`config.mk`:
```
export PLATFORM = sky130hd
export DESIGN_NAME = command_line_tokenizer_flat
export DESIGN_NICKNAME = d
export VERILOG_FILES = /design/src/hw/rtl/cltok_pkg.sv /design/src/hw/rtl/cltok_in_if.sv /design/src/hw/rtl/cltok_out_if.sv /design/src/hw/rtl/cltok_num.sv /design/src/hw/rtl/command_line_tokenizer.sv /design/src/flat_wrapper.sv
export SDC_FILE = /design/constraint.sdc
export NUM_CORES = 1
export LEC_CHECK = 0
export BUFFER_PORTS_ARGS = -buffer_cell sky130_fd_sc_hd__buf_4
export CAP_MARGIN = 10
export CORE_MARGIN = 5
export CORE_UTILIZATION = 51
export CTS_CLUSTER_DIAMETER = 200
export DETAILED_ROUTE_END_ITERATION = 8
export HOLD_SLACK_MARGIN = 0.03
export PLACE_DENSITY = 0.7
export SETUP_SLACK_MARGIN = 0.5
export SLEW_MARGIN = 10
export SYNTH_ARGS = -nofsm -noshare
export SYNTH_HDL_FRONTEND = slang
export SYNTH_SLANG_ARGS = --single-unit
```
`constraint.sdc`:
```
create_clock -name clk -period 46.5 [get_ports clk]
set_input_delay 6.975 -clock clk [delete_from_list [all_inputs] [get_ports clk]]
set_output_delay 6.975 -clock clk [all_outputs]
set_load 0.01 [all_outputs]
```
`src/hw/rtl/cltok_pkg.sv`:
```
// Shared constants, character codes and types of the command line tokenizer.
package cltok_pkg;

  // Line and token limits
  localparam int MAX_LINE   = 99;
  localparam int NAME_BYTES = 16;
  localparam int ARG_SLOTS  = 7;

  // Result layout (fixed by the result fields)
  localparam int NAME_LANES = 16;
  localparam int ARG_LANES  = 7;

  // Widths of the line state
  localparam int LEN_W     = $clog2(MAX_LINE);
  localparam int NLEN_W    = $clog2(NAME_BYTES + 1);
  localparam int TOK_W     = 4;
  localparam int ARG_IDX_W = 3;
  localparam int ACC_W     = 32;
  localparam int ACC_EXT_W = 36;

  // Accumulator saturation and range limits
  localparam logic [ACC_W-1:0] ACC_CAP   = 32'd2147483649;
  localparam logic [ACC_W-1:0] POS_LIMIT = 32'd2147483647;
  localparam logic [ACC_W-1:0] NEG_LIMIT = 32'd2147483648;
  localparam logic [TOK_W-1:0] TOK_MAX   = 4'd15;

  // Status codes
  localparam logic [1:0] ST_OK      = 2'd0;
  localparam logic [1:0] ST_SPACING = 2'd1;
  localparam logic [1:0] ST_RANGE   = 2'd2;
  localparam logic [1:0] ST_LENGTH  = 2'd3;

  // Character codes
  localparam logic [7:0] CH_TAB   = 8'd9;
  localparam logic [7:0] CH_NL    = 8'd10;
  localparam logic [7:0] CH_VT    = 8'd11;
  localparam logic [7:0] CH_FF    = 8'd12;
  localparam logic [7:0] CH_CR    = 8'd13;
  localparam logic [7:0] CH_SP    = 8'd32;
  localparam logic [7:0] CH_PLUS  = 8'd43;
  localparam logic [7:0] CH_MINUS = 8'd45;
  localparam logic [7:0] CH_ZERO  = 8'd48;
  localparam logic [7:0] CH_NINE  = 8'd57;

  typedef logic [1:0] status_t;

  // Commands to the number parser
  typedef struct packed {
    logic feed;   // argument character for the current token
    logic close;  // token ends (space or newline)
  } num_cmd_t;

  // View of the token being parsed
  typedef struct packed {
    logic             live;       // token has started
    logic             range_err;  // magnitude beyond the signed limit
    logic [ACC_W-1:0] value;      // two's complement value
  } num_res_t;

endpackage

```
`src/hw/rtl/cltok_in_if.sv`:
```
// Byte channel carrying one text byte per transaction.
interface cltok_in_if;
  logic       valid;
  logic       ready;
  logic [7:0] text_byte;

  modport source (output valid, output text_byte, input ready);
  modport sink   (input valid, input text_byte, output ready);
endinterface

```
`src/hw/rtl/cltok_out_if.sv`:
```
// Result channel carrying one parsed command line per transaction.
interface cltok_out_if;
  logic               valid;
  logic               ready;
  logic [1:0]         status;
  logic [63:0]        name_low;
  logic [63:0]        name_high;
  logic [2:0]         arg_count;
  logic signed [31:0] arg0;
  logic signed [31:0] arg1;
  logic signed [31:0] arg2;
  logic signed [31:0] arg3;
  logic signed [31:0] arg4;
  logic signed [31:0] arg5;
  logic signed [31:0] arg6;

  modport source (output valid, output status, output name_low, output name_high,
                  output arg_count, output arg0, output arg1, output arg2,
                  output arg3, output arg4, output arg5, output arg6,
                  input ready);
  modport sink   (input valid, input status, input name_low, input name_high,
                  input arg_count, input arg0, input arg1, input arg2,
                  input arg3, input arg4, input arg5, input arg6,
                  output ready);
endinterface

```
`src/hw/rtl/cltok_num.sv`:
```
// Signed decimal argument parser: sign, saturating magnitude and digit-run state.
module cltok_num import cltok_pkg::*; (
  input  logic       clk,
  input  logic       rst_n,
  input  num_cmd_t   cmd,
  input  logic [7:0] char_in,
  output num_res_t   res
);

  logic [ACC_W-1:0]     acc_r, acc_nxt;
  logic                 started_r, started_nxt;
  logic                 neg_r, neg_nxt;
  logic                 dead_r, dead_nxt;
  logic [ACC_EXT_W-1:0] acc_ext;
  logic [ACC_EXT_W-1:0] prod;
  logic                 is_digit;
  logic                 is_sign;

  // Current token view
  always_comb begin
    res.live      = started_r;
    res.range_err = started_r && (acc_r > (neg_r ? NEG_LIMIT : POS_LIMIT));
    res.value     = neg_r ? (ACC_W'(0) - acc_r) : acc_r;
  end

  // acc * 10 + digit, saturated
  assign acc_ext  = ACC_EXT_W'(acc_r);
  assign prod     = (acc_ext << 3) + (acc_ext << 1) + ACC_EXT_W'(char_in[3:0]);
  assign is_digit = (char_in >= CH_ZERO) && (char_in <= CH_NINE);
  assign is_sign  = !started_r && ((char_in == CH_PLUS) || (char_in == CH_MINUS));

  // Next token state
  always_comb begin
    acc_nxt     = acc_r;
    started_nxt = started_r;
    neg_nxt     = neg_r;
    dead_nxt    = dead_r;
    if (cmd.close) begin
      acc_nxt     = '0;
      started_nxt = 1'b0;
      neg_nxt     = 1'b0;
      dead_nxt    = 1'b0;
    end else if (cmd.feed) begin
      started_nxt = 1'b1;
      if (is_sign) begin
        neg_nxt = (char_in == CH_MINUS);
      end else if (!dead_r && is_digit) begin
        acc_nxt = (prod > ACC_EXT_W'(ACC_CAP)) ? ACC_CAP : prod[ACC_W-1:0];
      end else begin
        dead_nxt = 1'b1;
      end
    end
  end

  always_ff @(posedge clk) begin
    if (!rst_n) begin
      acc_r     <= '0;
      started_r <= 1'b0;
      neg_r     <= 1'b0;
      dead_r    <= 1'b0;
    end else begin
      acc_r     <= acc_nxt;
      started_r <= started_nxt;
      neg_r     <= neg_nxt;
      dead_r    <= dead_nxt;
    end
  end

endmodule

```
`src/hw/rtl/command_line_tokenizer.sv`:
```
// Top level of the command line tokenizer.
// Takes one text byte per transaction and splits each line into a command name
// and up to seven signed 32-bit decimal arguments separated by single spaces.
// A newline byte ends the line and produces one result transaction carrying
// the status, the packed name (first character in the lowest byte), the
// argument count and the argument values; on any fault only the status is
// nonzero. Bytes are taken at one per cycle while input ready is high: each byte
// is registered in the byte register, then applied to the line state and, for a
// newline, to the result register.
// Input ready drops only while a newline waits in the byte register and the
// previous result has not yet been taken.
module command_line_tokenizer import cltok_pkg::*; (
  input  logic        clk,
  input  logic        rst_n,
  cltok_in_if.sink    in_if,
  cltok_out_if.source out_if
);

  // Byte register
  logic       byte_vld_r;
  logic [7:0] byte_r;

  // Line state
  status_t          line_status_r, line_status_nxt;
  logic [TOK_W-1:0] token_index_r, token_index_nxt;
  logic             last_was_space_r, last_was_space_nxt;
  logic [LEN_W-1:0] line_length_r, line_length_nxt;
  logic [NLEN_W-1:0] name_length_r, name_length_nxt;
  logic [7:0]       name_store_r [NAME_LANES];
  logic [7:0]       name_store_nxt [NAME_LANES];
  logic [ACC_W-1:0] arg_store_r [ARG_LANES];
  logic [ACC_W-1:0] arg_view [ARG_LANES];

  // Result register
  logic             out_valid_r;
  status_t          out_status_r;
  logic [63:0]      out_name_low_r, out_name_high_r;
  logic [2:0]       out_arg_count_r;
  logic [ACC_W-1:0] out_args_r [ARG_LANES];

  // Byte decode and control
  logic             advance;
  logic             proc;
  logic             is_nl, is_sp, is_ws, is_plain;
  logic             len_fault, dbl_fault, range_fault, name_fault, many_fault;
  logic             name_wr, arg_wr;
  logic [TOK_W-1:0] slot;
  status_t          first_fault;
  num_cmd_t         num_cmd;
  num_res_t         num_res;

  // Handshake: stall only a newline that finds the result register full
  assign advance      = !byte_vld_r || !is_nl || !out_valid_r || out_if.ready;
  assign proc         = byte_vld_r && advance;
  assign in_if.ready  = advance;

  always_ff @(posedge clk) begin
    if (!rst_n) begin
      byte_vld_r <= 1'b0;
    end else if (advance) begin
      byte_vld_r <= in_if.valid;
    end
  end

  always_ff @(posedge clk) begin
    if (advance && in_if.valid) begin
      byte_r <= in_if.text_byte;
    end
  end

  // Byte classes
  always_comb begin
    case (byte_r) inside
      CH_TAB, CH_VT, CH_FF, CH_CR: is_ws = 1'b1;
      default:                     is_ws = 1'b0;
    endcase
  end

  assign is_nl    = (byte_r == CH_NL);
  assign is_sp    = (byte_r == CH_SP);
  assign is_plain = !is_nl && !is_sp && !is_ws;

  // Number parser
  assign num_cmd.close = proc && (is_nl || is_sp);
  assign num_cmd.feed  = proc && is_plain && (token_index_r != '0) && !many_fault;

  cltok_num u_num (
    .clk     (clk),
    .rst_n   (rst_n),
    .cmd     (num_cmd),
    .char_in (byte_r),
    .res     (num_res)
  );

  // Faults of this byte, in the order they are met
  assign len_fault   = !is_nl && (line_length_r >= LEN_W'(MAX_LINE - 1));
  assign dbl_fault   = (is_nl || is_sp) && last_was_space_r;
  assign range_fault = (is_nl || is_sp) && (token_index_r != '0) && num_res.range_err;
  assign name_fault  = is_plain && (token_index_r == '0)
                       && (name_length_r >= NLEN_W'(NAME_BYTES));
  assign many_fault  = is_plain && (token_index_r > TOK_W'(ARG_SLOTS));

  always_comb begin
    if (len_fault)                     first_fault = ST_LENGTH;
    else if (dbl_fault)                first_fault = ST_SPACING;
    else if (range_fault)              first_fault = ST_RANGE;
    else if (is_ws)                    first_fault = ST_SPACING;
    else if (name_fault || many_fault) first_fault = ST_LENGTH;
    else                               first_fault = ST_OK;
  end

  assign line_status_nxt = (line_status_r != ST_OK) ? line_status_r : first_fault;

  // Store writes
  assign slot    = token_index_r - TOK_W'(1);
  assign name_wr = is_plain && (token_index_r == '0) && !name_fault;
  assign arg_wr  = (is_nl || is_sp) && (token_index_r != '0) && num_res.live
                   && !num_res.range_err && (slot < TOK_W'(ARG_SLOTS));

  // Argument lanes with the closing token folded in
  always_comb begin
    for (int i = 0; i < ARG_LANES; i++) begin
      arg_view[i] = arg_store_r[i];
      if (arg_wr && (slot[ARG_IDX_W-1:0] == ARG_IDX_W'(i))) begin
        arg_view[i] = num_res.value;
      end
    end
  end

  always_comb begin
    for (int i = 0; i < NAME_LANES; i++) begin
      name_store_nxt[i] = name_store_r[i];
      if (name_wr && (name_length_r[3:0] == 4'(i))) begin
        name_store_nxt[i] = byte_r;
      end
    end
  end

  // Next line state for a non-newline byte
  always_comb begin
    line_length_nxt    = len_fault ? line_length_r : line_length_r + LEN_W'(1);
    token_index_nxt    = token_index_r;
    last_was_space_nxt = 1'b0;
    name_length_nxt    = name_wr ? name_length_r + NLEN_W'(1) : name_length_r;
    if (is_sp) begin
      last_was_space_nxt = 1'b1;
      if (token_index_r < TOK_MAX) begin
        token_index_nxt = token_index_r + TOK_W'(1);
      end
    end
  end

  // Line state registers, cleared at each newline
  always_ff @(posedge clk) begin
    if (!rst_n || (proc && is_nl)) begin
      line_status_r    <= ST_OK;
      token_index_r    <= '0;
      last_was_space_r <= 1'b0;
      line_length_r    <= '0;
      name_length_r    <= '0;
      for (int i = 0; i < NAME_LANES; i++) name_store_r[i] <= '0;
      for (int i = 0; i < ARG_LANES; i++)  arg_store_r[i]  <= '0;
    end else if (proc) begin
      line_status_r    <= line_status_nxt;
      token_index_r    <= token_index_nxt;
      last_was_space_r <= last_was_space_nxt;
      line_length_r    <= line_length_nxt;
      name_length_r    <= name_length_nxt;
      for (int i = 0; i < NAME_LANES; i++) name_store_r[i] <= name_store_nxt[i];
      for (int i = 0; i < ARG_LANES; i++)  arg_store_r[i]  <= arg_view[i];
    end
  end

  // Result register
  always_ff @(posedge clk) begin
    if (!rst_n) begin
      out_valid_r <= 1'b0;
    end else if (proc && is_nl) begin
      out_valid_r <= 1'b1;
    end else if (out_if.ready) begin
      out_valid_r <= 1'b0;
    end
  end

  always_ff @(posedge clk) begin
    if (proc && is_nl) begin
      out_status_r <= line_status_nxt;
      for (int i = 0; i < 8; i++) begin
        out_name_low_r[8*i +: 8]  <= (line_status_nxt == ST_OK) ? name_store_r[i]   : 8'd0;
        out_name_high_r[8*i +: 8] <= (line_status_nxt == ST_OK) ? name_store_r[i+8] : 8'd0;
      end
      out_arg_count_r <= (line_status_nxt == ST_OK) ? token_index_r[2:0] : 3'd0;
      for (int i = 0; i < ARG_LANES; i++) begin
        out_args_r[i] <= (line_status_nxt == ST_OK) ? arg_view[i] : '0;
      end
    end
  end

  assign out_if.valid     = out_valid_r;
  assign out_if.status    = out_status_r;
  assign out_if.name_low  = out_name_low_r;
  assign out_if.name_high = out_name_high_r;
  assign out_if.arg_count = out_arg_count_r;
  assign out_if.arg0      = $signed(out_args_r[0]);
  assign out_if.arg1      = $signed(out_args_r[1]);
  assign out_if.arg2      = $signed(out_args_r[2]);
  assign out_if.arg3      = $signed(out_args_r[3]);
  assign out_if.arg4      = $signed(out_args_r[4]);
  assign out_if.arg5      = $signed(out_args_r[5]);
  assign out_if.arg6      = $signed(out_args_r[6]);

  // Checks
  a_fault_zeroes_payload: assert property (@(posedge clk) disable iff (!rst_n)
    out_valid_r && (out_status_r != ST_OK) |->
      (out_name_low_r == '0) && (out_name_high_r == '0) && (out_arg_count_r == '0))
    else $error("faulted result carries payload");

  a_stall_only_on_newline: assert property (@(posedge clk) disable iff (!rst_n)
    !in_if.ready |-> byte_vld_r && is_nl && out_valid_r && !out_if.ready)
    else $error("input stalled without a pending newline");

  a_line_cleared: assert property (@(posedge clk) disable iff (!rst_n)
    proc && is_nl |=> (token_index_r == '0) && (line_length_r == '0)
                      && (line_status_r == ST_OK) && out_valid_r)
    else $error("line state not cleared after newline");

  a_length_bound: assert property (@(posedge clk) disable iff (!rst_n)
    line_length_r <= LEN_W'(MAX_LINE - 1))
    else $error("line length beyond limit");

endmodule

```
`src/flat_wrapper.sv`:
```
// flat-port wrapper written by rule: the top's interface ports become plain ports
module command_line_tokenizer_flat import cltok_pkg::*;
  (clk, rst_n, in_if_valid, in_if_text_byte, in_if_ready, out_if_valid, out_if_status, out_if_name_low, out_if_name_high, out_if_arg_count, out_if_arg0, out_if_arg1, out_if_arg2, out_if_arg3, out_if_arg4, out_if_arg5, out_if_arg6, out_if_ready);
  cltok_in_if in_if_i ();
  cltok_out_if out_if_i ();
  input  logic clk;
  input  logic rst_n;
  input wire logic [$bits(in_if_i.valid)-1:0] in_if_valid;
  input wire logic [$bits(in_if_i.text_byte)-1:0] in_if_text_byte;
  output wire logic [$bits(in_if_i.ready)-1:0] in_if_ready;
  output wire logic [$bits(out_if_i.valid)-1:0] out_if_valid;
  output wire logic [$bits(out_if_i.status)-1:0] out_if_status;
  output wire logic [$bits(out_if_i.name_low)-1:0] out_if_name_low;
  output wire logic [$bits(out_if_i.name_high)-1:0] out_if_name_high;
  output wire logic [$bits(out_if_i.arg_count)-1:0] out_if_arg_count;
  output wire logic [$bits(out_if_i.arg0)-1:0] out_if_arg0;
  output wire logic [$bits(out_if_i.arg1)-1:0] out_if_arg1;
  output wire logic [$bits(out_if_i.arg2)-1:0] out_if_arg2;
  output wire logic [$bits(out_if_i.arg3)-1:0] out_if_arg3;
  output wire logic [$bits(out_if_i.arg4)-1:0] out_if_arg4;
  output wire logic [$bits(out_if_i.arg5)-1:0] out_if_arg5;
  output wire logic [$bits(out_if_i.arg6)-1:0] out_if_arg6;
  input wire logic [$bits(out_if_i.ready)-1:0] out_if_ready;
  assign in_if_i.valid = in_if_valid;
  assign in_if_i.text_byte = in_if_text_byte;
  assign in_if_ready = in_if_i.ready;
  assign out_if_valid = out_if_i.valid;
  assign out_if_status = out_if_i.status;
  assign out_if_name_low = out_if_i.name_low;
  assign out_if_name_high = out_if_i.name_high;
  assign out_if_arg_count = out_if_i.arg_count;
  assign out_if_arg0 = out_if_i.arg0;
  assign out_if_arg1 = out_if_i.arg1;
  assign out_if_arg2 = out_if_i.arg2;
  assign out_if_arg3 = out_if_i.arg3;
  assign out_if_arg4 = out_if_i.arg4;
  assign out_if_arg5 = out_if_i.arg5;
  assign out_if_arg6 = out_if_i.arg6;
  assign out_if_i.ready = out_if_ready;
  command_line_tokenizer u_core (.clk(clk), .rst_n(rst_n), .in_if(in_if_i), .out_if(out_if_i));
endmodule
```
==> impl_metrics.ini <==
[grt]
grt_overflow = 0
grt_usage_pct = 22.50
antenna_found_initial = 0
grt_pass1_wl_mm = 122.9
grt_pass1_vias = 20520
grt_start_max_net_pins = 227

[sta]
finalClockSkew_ns = 0.02202
worst_slew_pin_slew_ns = 1.322
min_period_ns = 14.78
totalNegativeSetupSlack_ns = 0
slew_viol_final = 0
worst_hold_slack_ns = 0.4927
period_share_pct = 31.79
rsz0062_at_grt = false
finalHoldViolCount = 0
setup_viol = 0
relSlewSlack_pct = 11.89
fmax_mhz = 67.65

[placed_design]
place.gp.congestion = 0.8699
placedCellCount = 3565
hpwl_mm = 53.93
io_buffers = 370

[floorplanning]
rows = 93
initial_utilization_pct = 51.32
die_h_um = 264.2
die_area_um2 = 69830
io_pins = 371
core_area_um2 = 64230
die_x_um = 264.2

[pwr]
peakVddDrop_mv = 0.02981
power.density_nw_per_um2 = 37.15
p_leak_nw = 14.77
power_mw = 1.462

[clock_tree]
tritoncts = yes
cts_root_buffer = clkbuf_16
cts_max_path_buffers = 3
clkSinkCount = 773
h-tree-depth = 3
clk_pin_slew_ns = 0.06
holdBufCountCts = 0
insertion_delay_ns = 0.63
cts_setup_buffers = 0
cts-buffers-inserted = 77
ctsResizeCount = 0

[synthesis]
async_flop_share_pct = 0
synth_seq_cells = 773
synth-edff-count = 717
synth-seq-area-share_pct = 68.71
synth_nets = 2538
synthFlopType = edfxtp_1
yosysUniqueCellTypes = 67
ys_warn_count = 0
syn_inst = 2416
synthTopCellsByArea = edfxtp_1 65%, mux2i_1 6.9%, nor2_1 5.8%
synth.avg_cell_area_um2 = 13.65
yosys.area.top_type = edfxtp_1
mappedNetlistArea_um2 = 32970
synth_top_area_share_pct = 65.31

[worst_setup_path]
end_kind = output port
timing_worst_setup_path_type = input pin to output port
arrival_ns = 7.81
path_max_fanout = 4
required_ns = 39.52
cp-start-kind = input pin

[run]
drv_cap = 0

[cells_and_area]
stdcell_count = 3708
layout-drive-gt1-share_pct = 19.35
fill_cells = 4910
insertedDiodeCount = 0
fin_nets = 2911
area_growth_pct = 19.35

[route]
num_vias = 20630
drt-initial-drc-count = 1918
wire_per_inst_um = 21.81
drc = 0
wl_mm = 80.88
antenna_left = 0
routed_via_density = 5.563
firstDrtPassIters = 5

[min_path]
hold_class = flip-flop to flip-flop

[status]
status = complete, no violations
## kinds of logic after synthesis
logic type	count (synthesis)	share of synthesized area (%)
AND/OR/NAND/NOR	858	11.83
adder cells (fa/ha/maj)	110	4.220
AO/OA/AOI/OAI	246	4.930
flip-flops	773	68.71
multiplexers	228	6.927
XOR/XNOR	67	1.780
buffers and inverters	134	1.605
## path summary, 6_finish.rpt
check | from | depth (start not counted) | end | slack (ns)
worst min-delay path | u_core.line_length_r[6]$_SDFFE_PP0P_ | 1 | u_core.line_length_r[6]$_SDFFE_PP0P_ | 0.49
worst max register to register | u_core.u_num.acc_r[0]$_SDFFE_PP0P_ | 13 | u_core.u_num.acc_r[22]$_SDFFE_PP0P_ | 40.75
worst max-delay path | out_if_ready | 5 | in_if_ready | 31.72
worst min register to register | u_core.line_length_r[6]$_SDFFE_PP0P_ | 1 | u_core.line_length_r[6]$_SDFFE_PP0P_ | 0.49
## through the flow
step           util [%]  setup slack [ns]  cell area, um^2
2_1_floorplan         -             17.89            32970
3_3_place_gp      57.30             31.71            36810
3_5_place_dp      57.30             31.72            36810
4_1_cts           61.24             31.72            39330
5_1_grt           61.26             31.69            39350
6_report          61.26             31.72            39350
## area by class of cell
class                   instances  area [um^2]  share of cell area (%)
flip-flops and latches        773        22650                   57.57
multi-input cells            1509         9956                   25.30
repair buffers                405         3053                   7.759
clock buffers                  92         2036                   5.174
well taps                     855         1070                   2.719
clock inverters                51        493.0                   1.253
inverters                      23        86.33                  0.2194
## sequential cells by signal (all words and copies together) (netlist names), 2 cells and up
signal,count
u_core.arg_store_r,224
u_core.byte_r,8
u_core.line_length_r,7
u_core.line_status_r,2
u_core.name_length_r,5
u_core.name_store_r,128
u_core.out_args_r,224
u_core.out_if.arg_count,3
u_core.out_if.name_high,64
u_core.out_if.name_low,64
u_core.out_if.status,2
u_core.token_index_r,4
u_core.u_num.acc_r,32
## layout by cell type, fill, tap and decap left out, types with 18 or more instances in the layout
master / n
ha_1: 108
o21ai_0: 65
edfxtp_1: 717
nand2_1: 81
buf_4: 404
and2_1: 147
mux2i_1: 227
nor2_1: 509
dfxtp_1: 55
nand3_1: 18
a21oi_1: 63
xnor2_1: 50
clkbuf_16: 79
a21o_1: 19
inv_1: 23
## layer usage
| layer | GRT usage (%) | vias up | wire length [um] |
|---|---|---|---|
| li1 | - | 9567 | - |
| met1 | 30.48 | 10210 | 33490 |
| met2 | 37.61 | 734 | 39860 |
| met3 | 4.471 | 117 | 5657 |
| met4 | 6.126 | 0 | 1878 |
| met5 | 0 | - | 0 |
## worst max-delay path, cell delays in order
cell	delay, ns
buf_4	0.11
nand2b_1	0.19
nor2_1	0.24
inv_1	0.12
buf_4	0.16
## cells in the mapped netlist, types with 6 or more instances
library cell	count
a2111oi_2	7
a21boi_0	6
a21o_1	19
a21oi_1	63
a22o_1	16
and2_1	147
and3_1	9
buf_2	21
clkbuf_1	86
dfxtp_1	56
edfxtp_1	717
ha_1	108
inv_1	23
mux2i_1	227
nand2_1	82
nand2b_1	8
nand3_1	19
nand4_1	17
nor2_1	510
nor2b_1	9
nor3_1	15
nor4_1	9
o211ai_1	7
o21a_1	7
o21ai_0	67
o31ai_1	9
or3_1	6
xnor2_1	51
xor2_1	16
## report_power, final
group	leakage [nW]	switching, mW	total, mW	internal (mW)
clock network	1.22	0.269	0.620	0.351
registers	7.40	0.00687	0.792	0.785
logic	6.15	0.0336	0.0492	0.0156
total	14.8	0.310	1.46	1.15
No activity file was read; power rests on OpenSTA's default activity.
